==> src/sv/lssc_pkg.sv <==
`timescale 1ns / 1ps

package lssc_pkg;

    // Samples taken from each channel before the multiplexer moves on.
    localparam int SAMPLES_PER_CHANNEL = 9;
    localparam int SAMPLE_W            = 4;
    localparam int CHANNELS            = 8;
    localparam int CHAN_W              = 3;

    localparam logic [SAMPLE_W-1:0] LAST_SAMPLE = SAMPLE_W'(SAMPLES_PER_CHANNEL - 1);
    localparam logic [SAMPLE_W-1:0] FULL_TALLY  = SAMPLE_W'(SAMPLES_PER_CHANNEL);
    localparam logic [CHAN_W-1:0]   LAST_CHAN   = CHAN_W'(CHANNELS - 1);

    // Divider geometry: the magnitude of the weight sum fits in 13 bits.
    localparam int DIV_W     = 13;
    localparam int DIVISOR_W = 4;
    localparam int SUM_W     = DIV_W + 1;

    // Configuration register indexes.
    localparam int CFG_IDX_W = 2;
    localparam logic [CFG_IDX_W-1:0] CFG_THRESHOLD = 2'd0;
    localparam logic [CFG_IDX_W-1:0] CFG_BASELINE  = 2'd1;
    localparam int CFG_DATA_W = 6;

    // Mode codes.
    localparam logic [1:0] MODE_CALIB   = 2'd1;
    localparam logic [1:0] MODE_UNIFORM = 2'd2;
    localparam logic [1:0] MODE_MIXED   = 2'd3;

    // Baseline kind codes.
    localparam logic [1:0] LVL_LOW   = 2'd0;
    localparam logic [1:0] LVL_HIGH  = 2'd1;
    localparam logic [1:0] LVL_MIXED = 2'd2;

    // LED blink periods in scans; the phase counter runs over twice the slow period.
    localparam logic [4:0] BLINK_SLOW = 5'd10;
    localparam logic [4:0] BLINK_FAST = 5'd5;
    localparam logic [4:0] PHASE_LAST = 5'd19;

    typedef enum logic [2:0] {
        ST_IDLE,
        ST_EVAL,
        ST_SUM,
        ST_DSTART,
        ST_DIV,
        ST_OUT
    } t_state;

    // Position weight of each channel.
    function automatic logic signed [DIV_W-1:0] weight(input logic [CHAN_W-1:0] ch);
        logic signed [DIV_W-1:0] w;
        unique case (ch)
            3'd0:    w = -13'sd3500;
            3'd1:    w = -13'sd2500;
            3'd2:    w = -13'sd1500;
            3'd3:    w = -13'sd500;
            3'd4:    w = 13'sd500;
            3'd5:    w = 13'sd1500;
            3'd6:    w = 13'sd2500;
            default: w = 13'sd3500;
        endcase
        return w;
    endfunction

    function automatic logic [1:0] level_code(input logic [CHANNELS-1:0] m);
        logic [1:0] c;
        if (m == '0) begin
            c = LVL_LOW;
        end else if (m == '1) begin
            c = LVL_HIGH;
        end else begin
            c = LVL_MIXED;
        end
        return c;
    endfunction

endpackage

==> src/sv/lssc_div.sv <==
`timescale 1ns / 1ps

// Restoring divider, one quotient bit per cycle.
module lssc_div (
    input  logic                                i_clk,
    input  logic                                i_rst_n,
    input  logic                                i_start,
    input  logic [lssc_pkg::DIV_W-1:0]          i_dividend,
    input  logic [lssc_pkg::DIVISOR_W-1:0]      i_divisor,
    output logic                                o_done,
    output logic [lssc_pkg::DIV_W-1:0]          o_quotient
);

    logic                                 r_busy;
    logic                                 r_done;
    logic [3:0]                           r_step;
    logic [lssc_pkg::DIVISOR_W-1:0]       r_rem;
    logic [lssc_pkg::DIVISOR_W-1:0]       r_divr;
    logic [lssc_pkg::DIV_W-1:0]           r_quo;
    logic [lssc_pkg::DIVISOR_W-1:0]       n_trial;
    logic                                 n_bit;

    // The remainder stays below the divisor, which is at most 8 here, so the shifted trial fits.
    assign n_trial = {r_rem[lssc_pkg::DIVISOR_W-2:0], r_quo[lssc_pkg::DIV_W-1]};
    assign n_bit   = (n_trial >= r_divr);

    always_ff @(posedge i_clk) begin
        if (!i_rst_n) begin
            r_busy <= 1'b0;
            r_done <= 1'b0;
            r_step <= '0;
        end else begin
            r_done <= 1'b0;
            if (i_start) begin
                r_busy <= 1'b1;
                r_step <= '0;
            end else if (r_busy) begin
                if (r_step == 4'(lssc_pkg::DIV_W - 1)) begin
                    r_busy <= 1'b0;
                    r_done <= 1'b1;
                end
                r_step <= r_step + 4'd1;
            end
        end
    end

    always_ff @(posedge i_clk) begin
        if (i_start) begin
            r_rem  <= '0;
            r_divr <= i_divisor;
            r_quo  <= i_dividend;
        end else if (r_busy) begin
            r_rem  <= n_bit ? (n_trial - r_divr) : n_trial;
            r_quo  <= {r_quo[lssc_pkg::DIV_W-2:0], n_bit};
        end
    end

    assign o_done     = r_done;
    assign o_quotient = r_quo;

endmodule

==> src/sv/line_sensor_scan_calibrate.sv <==
`timescale 1ns / 1ps

// Scan and calibration core for a multiplexed 8-channel line sensor. Each input word is one
// sampled level; nine samples per channel arrive for channels 0 through 7 in order, and the
// block returns one result word after the last sample of channel 7. Every sample except the
// last one of a scan leaves the block ready for the next. The last one starts end-of-scan
// work: an evaluation state during calibration, and after calibration an evaluation state, a
// walk over the channels through one shared adder to build the weight sum, a start state and
// a bit-serial divider for the mean position (thirteen quotient bits, then handing the
// quotient back). The divider is skipped when no channel differs from the baseline. The block
// is not ready again until the result is loaded into the output register, which waits while
// that register still holds an untaken result. The result word sits in an output register, so
// the next scan's samples are accepted while it waits to be taken. The first baseline_scans
// scans vote a white baseline by per-channel majority, a tie counting as white; later scans
// report the difference from it, a change event and the truncated mean channel weight from
// -3500 to 3500. Configuration writes are always accepted and must be made only while the
// block is idle.
module line_sensor_scan_calibrate (
    input  logic                                i_clk,
    input  logic                                i_rst_n,
    // Sample channel.
    input  logic                                i_valid,
    output logic                                o_ready,
    input  logic                                i_level,
    // Result channel.
    output logic                                o_valid,
    input  logic                                i_ready,
    output logic [7:0]                          o_raw_mask,
    output logic [7:0]                          o_noisy_mask,
    output logic [7:0]                          o_delta_mask,
    output logic                                o_change_event,
    output logic                                o_baseline_ready,
    output logic [1:0]                          o_white_level,
    output logic                                o_line_valid,
    output logic [3:0]                          o_changed_count,
    output logic signed [12:0]                  o_line_error,
    output logic [1:0]                          o_mode,
    output logic                                o_led,
    // Configuration write channel.
    input  logic                                i_cfg_valid,
    output logic                                o_cfg_ready,
    input  logic [lssc_pkg::CFG_IDX_W-1:0]      i_cfg_index,
    input  logic [lssc_pkg::CFG_DATA_W-1:0]     i_cfg_data
);

    localparam int NCH = lssc_pkg::CHANNELS;

    lssc_pkg::t_state r_state, n_state;

    // Configuration registers.
    logic [3:0]                         r_threshold;
    logic [5:0]                         r_baseline_scans;

    // Sampling state.
    logic [lssc_pkg::SAMPLE_W-1:0]      r_sample;
    logic [lssc_pkg::SAMPLE_W-1:0]      r_tally;
    logic [lssc_pkg::CHAN_W-1:0]        r_chan;
    logic [NCH-1:0]                     r_mask_bld;
    logic [NCH-1:0]                     r_unst_bld;

    // Calibration and tracking state.
    logic [5:0]                         r_votes [NCH];
    logic [5:0]                         r_calib_count;
    logic                               r_bl_ready;
    logic [NCH-1:0]                     r_white;
    logic [NCH-1:0]                     r_prev_changed;
    logic [1:0]                         r_test_state;
    logic [31:0]                        r_scan_count;
    logic [4:0]                         r_phase;

    // End-of-scan working registers.
    logic [NCH-1:0]                     r_raw;
    logic [NCH-1:0]                     r_unst;
    logic [NCH-1:0]                     r_changed;
    logic                               r_event;
    logic [lssc_pkg::CHAN_W-1:0]        r_idx;
    logic signed [lssc_pkg::SUM_W-1:0]  r_sum;
    logic [3:0]                         r_ccount;
    logic signed [12:0]                 r_err;

    // Output register.
    logic                               r_o_valid;
    logic [7:0]                         r_o_raw;
    logic [7:0]                         r_o_unst;
    logic [7:0]                         r_o_changed;
    logic                               r_o_event;
    logic                               r_o_bl_ready;
    logic [1:0]                         r_o_white;
    logic                               r_o_line_valid;
    logic [3:0]                         r_o_ccount;
    logic signed [12:0]                 r_o_err;
    logic [1:0]                         r_o_mode;
    logic                               r_o_led;

    // Sequencer outputs.
    logic                               w_accept;
    logic                               w_div_start;
    logic                               w_load_out;

    // Sample datapath.
    logic [lssc_pkg::SAMPLE_W-1:0]      w_cnt;
    logic [NCH-1:0]                     w_mask_full;
    logic [NCH-1:0]                     w_unst_full;
    logic                               w_last_sample;
    logic                               w_scan_end;
    logic [31:0]                        w_scan_next;

    // Calibration datapath.
    logic [5:0]                         w_votes_next [NCH];
    logic [5:0]                         w_calib_next;
    logic [5:0]                         w_vote_thr;
    logic [NCH-1:0]                     w_white_next;
    logic                               w_calib_done;

    // Division.
    logic [lssc_pkg::DIV_W-1:0]         w_sum_mag;
    logic                               w_div_done;
    logic [lssc_pkg::DIV_W-1:0]         w_quotient;
    logic                               w_led;

    assign o_cfg_ready = 1'b1;

    always_ff @(posedge i_clk) begin
        if (!i_rst_n) begin
            r_threshold      <= 4'd5;
            r_baseline_scans <= 6'd50;
        end else if (i_cfg_valid) begin
            unique case (i_cfg_index)
                lssc_pkg::CFG_THRESHOLD: r_threshold      <= i_cfg_data[3:0];
                lssc_pkg::CFG_BASELINE:  r_baseline_scans <= i_cfg_data[5:0];
                default: ;
            endcase
        end
    end

    // Per-sample tally. The tally never exceeds the sample count, so 4 bits hold it.
    assign w_cnt         = r_tally + lssc_pkg::SAMPLE_W'(i_level);
    assign w_last_sample = (r_sample == lssc_pkg::LAST_SAMPLE);
    assign w_mask_full   = r_mask_bld
                         | (NCH'(w_cnt >= r_threshold) << r_chan);
    assign w_unst_full   = r_unst_bld
                         | (NCH'((w_cnt != '0) && (w_cnt != lssc_pkg::FULL_TALLY)) << r_chan);
    assign w_scan_end    = w_last_sample && (r_chan == lssc_pkg::LAST_CHAN);
    assign w_scan_next   = r_scan_count + 32'd1;

    // Calibration votes include the scan just finished.
    always_comb begin
        for (int i = 0; i < NCH; i++) begin
            w_votes_next[i] = r_votes[i] + 6'(r_raw[i]);
            w_white_next[i] = (w_votes_next[i] >= w_vote_thr);
        end
    end
    assign w_calib_next = r_calib_count + 6'd1;
    assign w_vote_thr   = 6'((7'(r_baseline_scans) + 7'd1) >> 1);
    assign w_calib_done = (w_calib_next >= r_baseline_scans);

    // Next-state logic.
    always_comb begin
        n_state = r_state;
        unique case (r_state)
            lssc_pkg::ST_IDLE: begin
                if (i_valid && w_scan_end) begin
                    n_state = lssc_pkg::ST_EVAL;
                end
            end
            lssc_pkg::ST_EVAL: begin
                n_state = r_bl_ready ? lssc_pkg::ST_SUM : lssc_pkg::ST_OUT;
            end
            lssc_pkg::ST_SUM: begin
                if (r_idx == lssc_pkg::LAST_CHAN) begin
                    n_state = lssc_pkg::ST_DSTART;
                end
            end
            lssc_pkg::ST_DSTART: begin
                n_state = (r_ccount == '0) ? lssc_pkg::ST_OUT : lssc_pkg::ST_DIV;
            end
            lssc_pkg::ST_DIV: begin
                if (w_div_done) begin
                    n_state = lssc_pkg::ST_OUT;
                end
            end
            lssc_pkg::ST_OUT: begin
                if (!r_o_valid || i_ready) begin
                    n_state = lssc_pkg::ST_IDLE;
                end
            end
            default: n_state = lssc_pkg::ST_IDLE;
        endcase
    end

    // Sequencer outputs.
    always_comb begin
        o_ready     = 1'b0;
        w_div_start = 1'b0;
        w_load_out  = 1'b0;
        unique case (r_state)
            lssc_pkg::ST_IDLE:   o_ready     = 1'b1;
            lssc_pkg::ST_DSTART: w_div_start = (r_ccount != '0);
            lssc_pkg::ST_OUT:    w_load_out  = !r_o_valid || i_ready;
            default: ;
        endcase
    end
    assign w_accept = i_valid && o_ready;

    always_ff @(posedge i_clk) begin
        if (!i_rst_n) begin
            r_state <= lssc_pkg::ST_IDLE;
        end else begin
            r_state <= n_state;
        end
    end

    // Sampling and scan bookkeeping.
    always_ff @(posedge i_clk) begin
        if (!i_rst_n) begin
            r_sample     <= '0;
            r_tally      <= '0;
            r_chan       <= '0;
            r_mask_bld   <= '0;
            r_unst_bld   <= '0;
            r_scan_count <= '0;
            r_phase      <= '0;
        end else if (w_accept) begin
            if (!w_last_sample) begin
                r_sample <= r_sample + lssc_pkg::SAMPLE_W'(1);
                r_tally  <= w_cnt;
            end else begin
                r_sample <= '0;
                r_tally  <= '0;
                if (r_chan != lssc_pkg::LAST_CHAN) begin
                    r_chan     <= r_chan + lssc_pkg::CHAN_W'(1);
                    r_mask_bld <= w_mask_full;
                    r_unst_bld <= w_unst_full;
                end else begin
                    r_chan       <= '0;
                    r_mask_bld   <= '0;
                    r_unst_bld   <= '0;
                    r_scan_count <= w_scan_next;
                    // The phase tracks the scan count modulo twenty, including the wrap.
                    if (w_scan_next == '0 || r_phase == lssc_pkg::PHASE_LAST) begin
                        r_phase <= '0;
                    end else begin
                        r_phase <= r_phase + 5'd1;
                    end
                end
            end
        end
    end

    always_ff @(posedge i_clk) begin
        if (w_accept && w_scan_end) begin
            r_raw  <= w_mask_full;
            r_unst <= w_unst_full;
        end
    end

    // Calibration and baseline comparison.
    always_ff @(posedge i_clk) begin
        if (!i_rst_n) begin
            for (int i = 0; i < NCH; i++) begin
                r_votes[i] <= '0;
            end
            r_calib_count  <= '0;
            r_bl_ready     <= 1'b0;
            r_white        <= '0;
            r_prev_changed <= '0;
            r_test_state   <= lssc_pkg::MODE_CALIB;
        end else if (r_state == lssc_pkg::ST_EVAL) begin
            if (!r_bl_ready) begin
                r_votes       <= w_votes_next;
                r_calib_count <= w_calib_next;
                if (w_calib_done) begin
                    r_white        <= w_white_next;
                    r_bl_ready     <= 1'b1;
                    r_prev_changed <= '0;
                    r_test_state   <= (lssc_pkg::level_code(w_white_next) == lssc_pkg::LVL_MIXED)
                                    ? lssc_pkg::MODE_MIXED : lssc_pkg::MODE_UNIFORM;
                end
            end else begin
                r_prev_changed <= r_raw ^ r_white;
            end
        end
    end

    // Weight sum over the changed channels, one channel per cycle through one adder.
    always_ff @(posedge i_clk) begin
        unique case (r_state)
            lssc_pkg::ST_EVAL: begin
                r_changed <= r_bl_ready ? (r_raw ^ r_white) : '0;
                r_event   <= r_bl_ready && ((r_raw ^ r_white) != r_prev_changed);
                r_idx     <= '0;
                r_sum     <= '0;
                r_ccount  <= '0;
                r_err     <= '0;
            end
            lssc_pkg::ST_SUM: begin
                if (r_changed[r_idx]) begin
                    r_sum    <= r_sum + lssc_pkg::SUM_W'(lssc_pkg::weight(r_idx));
                    r_ccount <= r_ccount + 4'd1;
                end
                r_idx <= r_idx + lssc_pkg::CHAN_W'(1);
            end
            lssc_pkg::ST_DIV: begin
                if (w_div_done) begin
                    // Dividing the magnitude and restoring the sign truncates toward zero.
                    r_err <= r_sum[lssc_pkg::SUM_W-1] ? -$signed(w_quotient)
                                                      : $signed(w_quotient);
                end
            end
            default: ;
        endcase
    end

    assign w_sum_mag = r_sum[lssc_pkg::SUM_W-1] ? lssc_pkg::DIV_W'(-r_sum)
                                                : lssc_pkg::DIV_W'(r_sum);

    lssc_div u_div (
        .i_clk      (i_clk),
        .i_rst_n    (i_rst_n),
        .i_start    (w_div_start),
        .i_dividend (w_sum_mag),
        .i_divisor  (r_ccount),
        .o_done     (w_div_done),
        .o_quotient (w_quotient)
    );

    // The slow blink toggles every ten scans and the fast one every five.
    always_comb begin
        unique case (r_test_state)
            lssc_pkg::MODE_CALIB: w_led = (r_phase >= lssc_pkg::BLINK_SLOW);
            lssc_pkg::MODE_MIXED: w_led = (r_phase >= lssc_pkg::BLINK_FAST
                                           && r_phase < lssc_pkg::BLINK_SLOW)
                                       || (r_phase >= (lssc_pkg::BLINK_SLOW
                                                       + lssc_pkg::BLINK_FAST));
            default:              w_led = (r_changed != '0);
        endcase
    end

    // Output register.
    always_ff @(posedge i_clk) begin
        if (!i_rst_n) begin
            r_o_valid <= 1'b0;
        end else if (w_load_out) begin
            r_o_valid <= 1'b1;
        end else if (i_ready) begin
            r_o_valid <= 1'b0;
        end
    end

    always_ff @(posedge i_clk) begin
        if (w_load_out) begin
            r_o_raw        <= r_raw;
            r_o_unst       <= r_unst;
            r_o_changed    <= r_changed;
            r_o_event      <= r_event;
            r_o_bl_ready   <= r_bl_ready;
            r_o_white      <= r_bl_ready ? lssc_pkg::level_code(r_white) : lssc_pkg::LVL_MIXED;
            r_o_line_valid <= (r_ccount != '0);
            r_o_ccount     <= r_ccount;
            r_o_err        <= r_err;
            r_o_mode       <= r_test_state;
            r_o_led        <= w_led;
        end
    end

    assign o_valid          = r_o_valid;
    assign o_raw_mask       = r_o_raw;
    assign o_noisy_mask     = r_o_unst;
    assign o_delta_mask     = r_o_changed;
    assign o_change_event   = r_o_event;
    assign o_baseline_ready = r_o_bl_ready;
    assign o_white_level    = r_o_white;
    assign o_line_valid     = r_o_line_valid;
    assign o_changed_count  = r_o_ccount;
    assign o_line_error     = r_o_err;
    assign o_mode           = r_o_mode;
    assign o_led            = r_o_led;

endmodule
==> config.mk <==
export PLATFORM = sky130hd
export DESIGN_NAME = line_sensor_scan_calibrate
export DESIGN_NICKNAME = d
export VERILOG_FILES = /design/src/sv/lssc_pkg.sv /design/src/sv/lssc_div.sv /design/src/sv/line_sensor_scan_calibrate.sv
export SDC_FILE = /design/constraint.sdc
export NUM_CORES = 1
export LEC_CHECK = 0
export BUFFER_PORTS_ARGS = -buffer_cell sky130_fd_sc_hd__buf_2
export CAP_MARGIN = 20
export CELL_PAD_IN_SITES_DETAIL_PLACEMENT = 0
export CELL_PAD_IN_SITES_GLOBAL_PLACEMENT = 2
export CORE_ASPECT_RATIO = 1.4
export CORE_UTILIZATION = 37
export CTS_CLUSTER_SIZE = 14
export DETAILED_ROUTE_END_ITERATION = 6
export MAX_ROUTING_LAYER = met4
export PLACE_DENSITY_LB_ADDON = 0.1
export SKIP_CTS_REPAIR_TIMING = 1
export SLEW_MARGIN = 10
export SYNTH_ARGS = -nofsm -noshare
export SYNTH_HDL_FRONTEND = slang
export SYNTH_HIERARCHICAL = 1
export SYNTH_SLANG_ARGS = --single-unit
export TNS_END_PERCENT = 50
==> constraint.sdc <==
create_clock -name i_clk -period 3.32 [get_ports i_clk]
set_clock_uncertainty 0.2 [all_clocks]
set_input_delay 0.166 -clock i_clk [delete_from_list [all_inputs] [get_ports i_clk]]
set_output_delay 0.166 -clock i_clk [all_outputs]
set_load 0.03 [all_outputs]
==> metrics.cfg, run 1 <==
[synth]
syn_area_sq_mm = 0.0146
synth_edf_count = 123
ys_seq_elements = 283
yosysUniqueCellTypes = 74
syn_avg_cell_area_sq_um = 9.86
ys_warn_count = 6
async_reset_ff_share_pct = 0
postSynthCellCount = 1484
synth_flop_cell = dfxtp_1
ys_seq_area_share_pct = 47.1

[layout]
final_cell_mix = dfxtp_1, nor2_1, nand2_1
syn_to_final_growth_pct = 18.5
finalCoreUtilization_pct = 44.8
drive_gt1_share_pct = 15.6
fin_nets = 1743
fillerInstances = 3817
final_common_cell = dfxtp_1
antennaDiodeCount = 0

[detailed_routing]
drtIter0Drc = 510
ant_nets = 0
drc = 0
firstDrtPassIters = 5
wl_per_cell_microns = 16.1
wirelength_microns = 34900
vias_per_cell = 4.95
num_vias = 10700

[sta]
fmax_ghz = 0.319
tightest_slew_ps = 965
worst_hold_slack_ps = -48.9
layout_setup_ws_ps = 186
finalCritPeriodShare_pct = 94.4
final_hold_viol_count = 3
setup_viol_count_final = 0
rsz0062_at_grt = true
slew_headroom_pct = 35.2
slew_violations = 0
finalCriticalPeriod_ps = 3130

[place]
gp_congestion = 0.764
place_ws_ps = -241
io_buffer_count = 64
dpl.hpwl_microns = 25400

[worst_hold_path]
min_path_type = primary input to register

[cts]
cts_max_level = 1
clk_pin_slew_ps = 70
clock_path_buffers = 3
root_buffer = clkbuf_16
tritoncts = done
clock_latency_ps = 580
cts_buffers = 31
cts.sinks = 283

[worst_setup_path]
cp_top_family = compound AO/OA/AOI/OAI gates
slowest_delay_ps = 500
crit_buf_inv = 0
cp_max_fo = 5
startpoint_type = register
critPathArrivalTime_ps = 3260
cp-end-kind = register
crit_type = register to register
timing.critical_path.slowest_stage_cell = edfxtp_1
critPathRequiredTime_ps = 3450
worstPathCellList = ha_2 > ha_2 > o31ai_4 > ha_1 > a21o_1 > a21oi_1 > o21ba_2 > o21ai_2 > a41oi_2 > a21oi_1 > xnor2_1 > nor2_1

[global_route]
grt_usage_pct = 18.1
grt_pass1_wl_microns = 56200
grt_max_degree = 70
antenna_found_initial = 0
overflow = 0
first_global_vias = 10500

[die]
fp.dieH_microns = 237
ioPinCount = 66
dieArea_sq_mm = 0.0404
die_width_microns = 170
num_rows = 85
core_sq_mm = 0.0387
start_util_pct = 37.8

[status]
violations = hold timing
status = finished with violations

[power_and_ir_drop]
p_leak_uw = 0.00648
power_uw = 7350
power.density_mw_per_mm2 = 424
irDropWorstVdd_uv = 467

[job]
cap_violations = 0

==> per-stage QoR <==
stage	area, sq um	std cells	setup TNS [ps]	hold WS, ps
finish	17300	2168	0	-48.9
floorplan	14600	1485	0	94.2
global placement	15900	2089	-287	203
detailed placement	15900	2089	-598	205
CTS	17000	2146	-670	-381
global route	17300	2168	-24.1	6.45
==> where the power goes <==
group | switching [uW] | internal (uW) | leakage [uW]
combinational | 117 | 80.6 | 0.00385
sequential | 9.33 | 3610 | 0.00215
clock | 1490 | 2040 | 0.000488
==> worst min-delay path, stage by stage <==
cell	delay, ps
buf_2	140
and2_1	230
nand2_1	100
a21oi_1	50
==> final cells by class <==
class / instances / area, sq um / area share [%]
Tap cell: 522 / 653 / 3.77
Sequential cell: 283 / 6900 / 39.8
Inverter: 73 / 275 / 1.59
Timing Repair Buffer: 159 / 1090 / 6.28
Clock buffer: 34 / 797 / 4.60
Clock inverter: 23 / 235 / 1.36
Multi-Input combinational cell: 1074 / 7390 / 42.6
==> routing by layer <==
layer	vias to the layer above	global-route usage [%]	wire (microns)
met5	-	-	0
met4	0	4.45	623
met3	36	2.06	1090
met2	140	32.5	17800
met1	5062	21.4	15400
li1	5488	-	-
==> synth_stat cells (3+ instances only) <==
library cell,count,share of area (%)
dfxtp_1,160,22
inv_2,3,0.077
and3_1,13,0.56
xor2_1,65,3.9
a21boi_1,16,0.82
nand3_1,48,1.6
nand2_1,144,3.7
clkbuf_1,45,1.2
o21bai_1,5,0.26
xnor2_1,94,5.6
inv_1,70,1.8
o21a_1,3,0.15
mux2_1,5,0.38
o22ai_1,9,0.38
ha_1,105,9.0
o2111ai_1,5,0.30
or2_2,13,0.56
or4_1,6,0.31
a21oi_1,81,2.8
a21o_1,19,0.97
and4_1,5,0.30
nand2b_1,16,0.68
o221a_1,6,0.46
and2_1,13,0.56
mux2i_1,18,1.2
o31ai_1,8,0.41
nor4_1,6,0.26
nor2_1,155,4.0
mux2_2,7,0.54
buf_2,8,0.27
o211ai_1,4,0.21
a311o_1,7,0.48
a31oi_1,5,0.21
edfxtp_1,123,25
o21ai_0,57,1.9
nor2b_1,7,0.30
o21ai_1,7,0.24
or3_1,36,1.5
a211oi_1,6,0.31
nor3_1,22,0.75
nand4_1,13,0.56
==> kinds of logic after synthesis <==
logic type | count (synthesis) | share of synthesized area [%]
AOI/OAI and AO/OA | 262 | 11.6
xor gates and xnor gates | 159 | 9.51
adders and majority gates | 109 | 9.39
buffers and inverters | 128 | 3.40
DFF | 283 | 47.1
muxes | 32 | 2.46
other | 2 | 0.0513
and+or+nand+nor | 509 | 16.5
==> final timing paths <==
kind	endpoint	startpoint	slack [ps]	depth (start not counted)
setup / recovery	r_sum[13]$_SDFFCE_PN0P_	r_idx[0]$_SDFFCE_PN0P_	190	12
setup reg to reg	r_sum[13]$_SDFFCE_PN0P_	r_idx[0]$_SDFFCE_PN0P_	190	12
hold / removal	r_sample[1]$_SDFFE_PN0P_	i_valid	-50	4
hold reg to reg	o_line_error[4]$_DFFE_PP_	r_err[4]$_SDFFCE_PN0P_	220	0
==> flip-flops by register name, summed over array words and instances, names as in the netlist, 5 cells and up <==
signal and cells:
r_votes 48, r_scan_count 32, o_line_error 13, r_err 13
u_div/o_quotient 13, r_sum 12, o_delta_mask 8, o_noisy_mask 8
o_raw_mask 8, r_changed 8, r_mask_bld 8, r_prev_changed 8
r_raw 8, r_unst 8, r_unst_bld 8, r_white 8
r_baseline_scans 6, r_calib_count 6, r_phase 5
(Power assumes the default switching activity.)
==> run 2: changes to the inputs <==
- CORE_MARGIN: unset -> 5
- CTS_CLUSTER_DIAMETER: unset -> 150
==> run 2 against run 1 <==
The flow still finishes with violations (hold timing); final cell count is 0.69% lower; first-iteration DRC count decreased by 27%; sequential cell count unchanged; sequential share of layout area up 0.84 points; clock-buffer cell count up 8; global-route usage shrank 1.8 points; register-to-register slack got worse by 40 ps; critical endpoint is now r_sum[12]$_SDFFCE_PN0P_; largest power group unchanged.
==> metrics.cfg, run 2 (synthesis gave the netlist of run 1 again) <==
[worst_hold_path]
min_path_type = primary input to register
hold_end = r_sample[1]$_SDFFE_PN0P_
hold_start = i_valid
hold_path_depth = 4  ; unchanged

[global_route]
grt_max_degree = 58  ; -17%
antenna_found_initial = 0  ; unchanged
grt_usage_pct = 16.3  ; -1.8 points
overflow = 0  ; unchanged
first_global_vias = 10400  ; -0.66%
grt_pass1_wl_microns = 55900  ; -0.69%

[power_and_ir_drop]
power_switching_uw = 1420  ; -12%
p_int_uw = 5100  ; -11%
swShare_pct = 21.8  ; -0.13 points
pwr-share-seq_pct = 55.5  ; +6.2 points
combPwrFrac_pct = 3.0  ; +0.3 points
irDropWorstVdd_uv = 324  ; -31%
power.share.clock_pct = 41.5  ; -6.5 points
p_leak_uw = 0.00632  ; -2.5%
power.density_mw_per_mm2 = 384  ; -9.3%

[job]
cap_violations = 0  ; unchanged

[die]
dieArea_sq_mm = 0.0437  ; +8.2%
num_rows = 86  ; +1.2%
ioPinCount = 66  ; unchanged
die_width_microns = 178  ; +4.7%
fp.dieH_microns = 245  ; +3.4%
start_util_pct = 37.3  ; -0.54 points
core_sq_mm = 0.0393  ; +1.5%

[layout]
stdcell_count = 2153  ; -0.69%
multi_input_area_sq_mm = 0.00740  ; about the same
top_regs = r_votes: 48 flops, r_scan_count: 32 flops
final_common_cell = dfxtp_1
syn_to_final_growth_pct = 16.0
regMostFlops = r_votes
antennaDiodeCount = 0  ; unchanged
fillerInstances = 3907  ; +2.4%
largest_reg_flops = 48  ; unchanged
final_cell_mix = dfxtp_1, nor2_1, nand2_1
seq_area_sq_mm = 0.00690  ; unchanged
fin_nets = 1729  ; -0.80%
drive_gt1_share_pct = 14.1  ; -1.5 points
finalCoreUtilization_pct = 43.2  ; -1.6 points

[detailed_routing]
vias_per_cell = 4.89  ; -1.1%
wl_per_cell_microns = 16.1  ; about the same
drtIter0Drc = 372  ; -27%
wirelength_microns = 34700  ; -0.71%
num_vias = 10500  ; -1.8%
firstDrtPassIters = 4  ; -1
ant_nets = 0  ; unchanged
drc = 0  ; unchanged

[worst_setup_path]
r2r_setup_slack_ps = 150  ; -40 ps
cp_common_cell = ha_1
slowest_delay_ps = 430  ; -70 ps
worstPathCellList = buf_4 > ha_4 > ha_1 > o41ai_1 > ha_1 > a21oi_2 > o21bai_2 > a2111oi_2 > nor3_2 > a31oi_1 > xor2_1 > nor2_1
crit_type = register to register
startpoint = r_idx[0]$_SDFFCE_PN0P_
critPathRequiredTime_ps = 3420  ; -30 ps
timing.critical_path.slowest_stage_cell = edfxtp_1
startpoint_type = register
cp-end-kind = register
r2r_end = r_sum[12]$_SDFFCE_PN0P_
critPathArrivalTime_ps = 3270  ; about the same
cp_max_fo = 4  ; -1
worstReg2RegStart = r_idx[0]$_SDFFCE_PN0P_
r2r_cells = 12  ; unchanged

[place]
io_buffer_count = 64  ; unchanged
gp_congestion = 0.770  ; +0.79%
dpl.hpwl_microns = 25600  ; +0.97%
dp.cells = 2091  ; +0.096%

[sta]
worst_hold_slack_ps = -13.2  ; +35.7 ps
setup_viol_count_final = 0  ; unchanged
tightest_slew_ps = 888  ; -76.4 ps
finalCritPeriodShare_pct = 95.6  ; +1.2 points
fmax_ghz = 0.315  ; -1.3%
final_hold_viol_count = 1  ; -2
slew_headroom_pct = 40.6  ; +5.4 points
slew_violations = 0  ; unchanged
finalCriticalPeriod_ps = 3170  ; +39.7 ps

[cts]
cts_buffers = 24  ; -23%
clk_pin_slew_ps = 70  ; about the same
root_buffer = clkbuf_16
tritoncts = done
cts.sinks = 283  ; unchanged
cts_max_level = 1  ; unchanged
clock_latency_ps = 540  ; -40 ps
clock_path_buffers = 3  ; unchanged

[status]
violations = hold timing
status = finished with violations

[run 2: cell types whose count changed in the layout (fill, tap and decap cells not counted), sizes merged]
cell,previous run,this run
buf,142,135
bufinv,4,0
clkbuf,34,42
clkinv,12,2
clkinvlp,7,0
inv,73,72
[run 2: worst max path at each step]
stage                                         to  slack [ps]
detailed placement  r_test_state[0]$_SDFFE_PN1P_         -90
global placement         r_sum[13]$_SDFFCE_PN0P_         -30
floorplan           r_test_state[0]$_SDFFE_PN1P_          70
finish                   r_sum[12]$_SDFFCE_PN0P_         150
global route             r_sum[12]$_SDFFCE_PN0P_         -10
CTS                 r_test_state[0]$_SDFFE_PN1P_         -90
[run 2: layout make-up]
| type | instances | area share (%) |
|---|---|---|
| Clock buffer | 42 | 4.06 |
| Clock inverter | 1 | 0.0958 |
| Inverter | 73 | 1.62 |
| Multi-Input combinational cell | 1074 | 43.5 |
| Sequential cell | 283 | 40.6 |
| Tap cell | 528 | 3.89 |
| Timing Repair Buffer | 152 | 6.17 |
[run 2: critical path, delay by kind of cell (launching register included)]
kind | cells | cell delay, ps
simple gates | 2 | 150
flops | 1 | 430
xor+xnor | 1 | 160
compound gates | 5 | 1120
buf+inv | 1 | 170
fa+ha+maj | 3 | 710
[run 2: routing by layer]
metal  wire, microns  global-route usage (%)  share of wire [%]  vias up
li1                -                       -                  -     5447
met1           15000                    19.2                 43     4950
met2           18200                    30.0                 53      101
met3            1030                    1.89                3.0       34
met5               0                       -                  0        -
met4             416                    3.07                1.2        0
[run 2: stage by stage]
step | power, uW | hold WS [ps] | TNS, ps | worst slack (ps) | instance area (sq um)
5_1_grt | 6820 | 6.95 | -14.5 | -9.84 | 17000
6_report | 6530 | -13.2 | 0 | 147 | 17000
4_1_cts | 6650 | -344 | -237 | -88.1 | 16700
3_5_place_dp | 3880 | 206 | -227 | -85.6 | 15900
2_1_floorplan | 3820 | 94.2 | 0 | 68.0 | 14600
3_3_place_gp | 3880 | 201 | -51.4 | -27.5 | 15900
[run 2: power groups by stage]
stage	logic (uW)	clock network, uW	registers (uW)
after global routing	222	2980	3620
after CTS	184	2840	3620
final	196	2710	3620
after global placement	183	0	3700
after floorplan	118	0	3700
after detailed placement	183	0	3700
==> run 3: changes to the inputs <==
- CORE_ASPECT_RATIO: 1.4 -> 2
==> run 3 against run 2 <==
The run now ends clean; register-to-register slack worse by 40 ps; via count up 2.7%; first-iteration DRC count grew 12%; clock power fell by 2%; wire length up 11%; global-route usage grew 1.5 points; critical path depth grew 1; utilization rose by 0.46 points; clock-buffer cell count is 5 lower.
==> metrics.cfg, run 3 (synthesis gave the netlist of run 1 again) <==
[cts]
root_buffer = clkbuf_16
clock_path_buffers = 3  ; unchanged
clk_pin_slew_ps = 70  ; about the same
tritoncts = done
cts_buffers = 24  ; unchanged
cts_max_level = 1  ; unchanged
cts.sinks = 283  ; unchanged
clock_latency_ps = 560  ; +20 ps

[power_and_ir_drop]
irDropWorstVdd_uv = 340  ; +5.1%
p_leak_uw = 0.00638  ; +0.93%
power.density_mw_per_mm2 = 377  ; -1.8%
power_uw = 6480  ; -0.72%

[worst_setup_path]
cp_max_fo = 6  ; +2
critPathArrivalTime_ps = 3330  ; +60 ps
startpoint = r_idx[1]$_SDFFCE_PN0P_
r2r_setup_slack_ps = 110  ; -40 ps
startpoint_type = register
worstReg2RegStart = r_idx[1]$_SDFFCE_PN0P_
crit_end = r_sum[12]$_SDFFCE_PN0P_
r2r_end = r_sum[12]$_SDFFCE_PN0P_
crit_type = register to register
r2r_cells = 13  ; +1
cp-end-kind = register
critPathRequiredTime_ps = 3440  ; +20 ps

[place]
dpl.hpwl_microns = 29200  ; +14%
io_buffer_count = 64  ; unchanged
gp_congestion = 0.806  ; +4.7%
place_ws_ps = -248  ; -163 ps
dp.cells = 2096  ; +0.24%

[global_route]
grt_max_degree = 94  ; +62%
grt_pass1_wl_microns = 59400  ; +6.2%
grt_usage_pct = 17.8  ; +1.5 points
overflow = 0  ; unchanged
first_global_vias = 10800  ; +3.2%
antenna_found_initial = 1  ; +1

[status]
status = completed

[sta]
final_hold_viol_count = 0  ; -1
layout_setup_ws_ps = 109  ; -37.9 ps
fmax_ghz = 0.311  ; -1.2%
finalCriticalPeriod_ps = 3210  ; +37.9 ps
setup_viol_count_final = 0  ; unchanged
tightest_slew_ps = 1020  ; +136 ps
slew_headroom_pct = 31.2  ; -9.4 points
slew_violations = 0  ; unchanged
finalCritPeriodShare_pct = 96.7  ; +1.1 points
worst_hold_slack_ps = 33.5  ; +46.6 ps

[detailed_routing]
num_vias = 10800  ; +2.7%
firstDrtPassIters = 5  ; +1
ant_nets = 0  ; unchanged
vias_per_cell = 5.01  ; +2.4%
drc = 0  ; unchanged
wl_per_cell_microns = 17.8  ; +11%
drtIter0Drc = 416  ; +12%
wirelength_microns = 38400  ; +11%

[die]
ioPinCount = 66  ; unchanged
dieArea_sq_mm = 0.0439  ; +0.43%
core_sq_mm = 0.0393  ; about the same
num_rows = 103  ; +20%
start_util_pct = 37.2  ; about the same
fp.dieH_microns = 291  ; +19%
die_width_microns = 151  ; -15%

[layout]
fin_nets = 1743  ; +0.81%
largest_reg_flops = 48  ; unchanged
drive_gt1_share_pct = 15.2  ; +1.1 points
antennaDiodeCount = 0  ; unchanged
regMostFlops = r_votes
finalCoreUtilization_pct = 43.7  ; +0.46 points
stdcell_count = 2160  ; +0.33%
syn_to_final_growth_pct = 17.4
top_regs = r_votes: 48 flops, r_scan_count: 32 flops
final_common_cell = dfxtp_1
final_cell_mix = dfxtp_1, nor2_1, nand2_1
fillerInstances = 3859  ; -1.2%

[job]
cap_violations = 0  ; unchanged

[worst_hold_path]
min_path_type = primary input to register

==> run 3: metrics by stage <==
step,area (sq um),TNS [ps]
3_3_place_gp,16000,-307
4_1_cts,16700,-696
6_report,17200,0
5_1_grt,17200,-71.1
2_1_floorplan,14600,0
3_5_place_dp,16000,-612
==> run 3: where the power goes <==
part	switching [uW]	internal [uW]	leakage, uW
registers	10.3	3610	0.00215
logic	124	86.2	0.00391
clock network	1300	1350	0.000325
total	1430	5050	0.00638
==> run 3: area by class of cell <==
class	instances	area, sq um	share of cell area [%]
multi-input cells	1074	7500	43.6
flip-flops and latches	283	6900	40.2
repair buffers	166	1170	6.80
well taps	525	657	3.82
clock buffers	37	649	3.78
inverters	73	275	1.60
clock inverters	2	32.5	0.189
==> run 3: per-layer routing <==
metal  global-route usage (%)  share of wire (%)  up-vias
met3                     2.20                2.8       54
li1                         -                  -     5468
met5                        -                  0        -
met4                     5.00                2.7        0
met2                     36.9                 61      113
met1                     16.3                 34     5185
==> run 3: worst min-delay path by stage <==
stage	from	to	slack (ps)	depth (start not counted)
after global routing	i_cfg_valid	r_baseline_scans[1]$_SDFFE_PN1P_	100	4
after global placement	r_unst[5]$_DFFE_PP_	o_noisy_mask[5]$_DFFE_PP_	200	0
after detailed placement	r_unst[3]$_DFFE_PP_	o_noisy_mask[3]$_DFFE_PP_	210	0
after floorplan	i_rst_n	u_div/r_busy$_SDFF_PN0_	90	1
final	i_cfg_valid	r_baseline_scans[1]$_SDFFE_PN1P_	30	4
after CTS	i_cfg_data[5]	r_baseline_scans[5]$_SDFFE_PN1P_	-370	3
==> run 3: critical path, cell delays in order, from the launching register on <==
cell,delay [ps]
edfxtp_1,460
inv_2,90
ha_4,190
or3_4,400
o21ai_4,80
o41ai_4,100
ha_1,330
a21oi_2,190
o21bai_2,120
a2111oi_4,340
nor3_2,90
a31oi_1,170
xor2_1,160
nor2_1,50
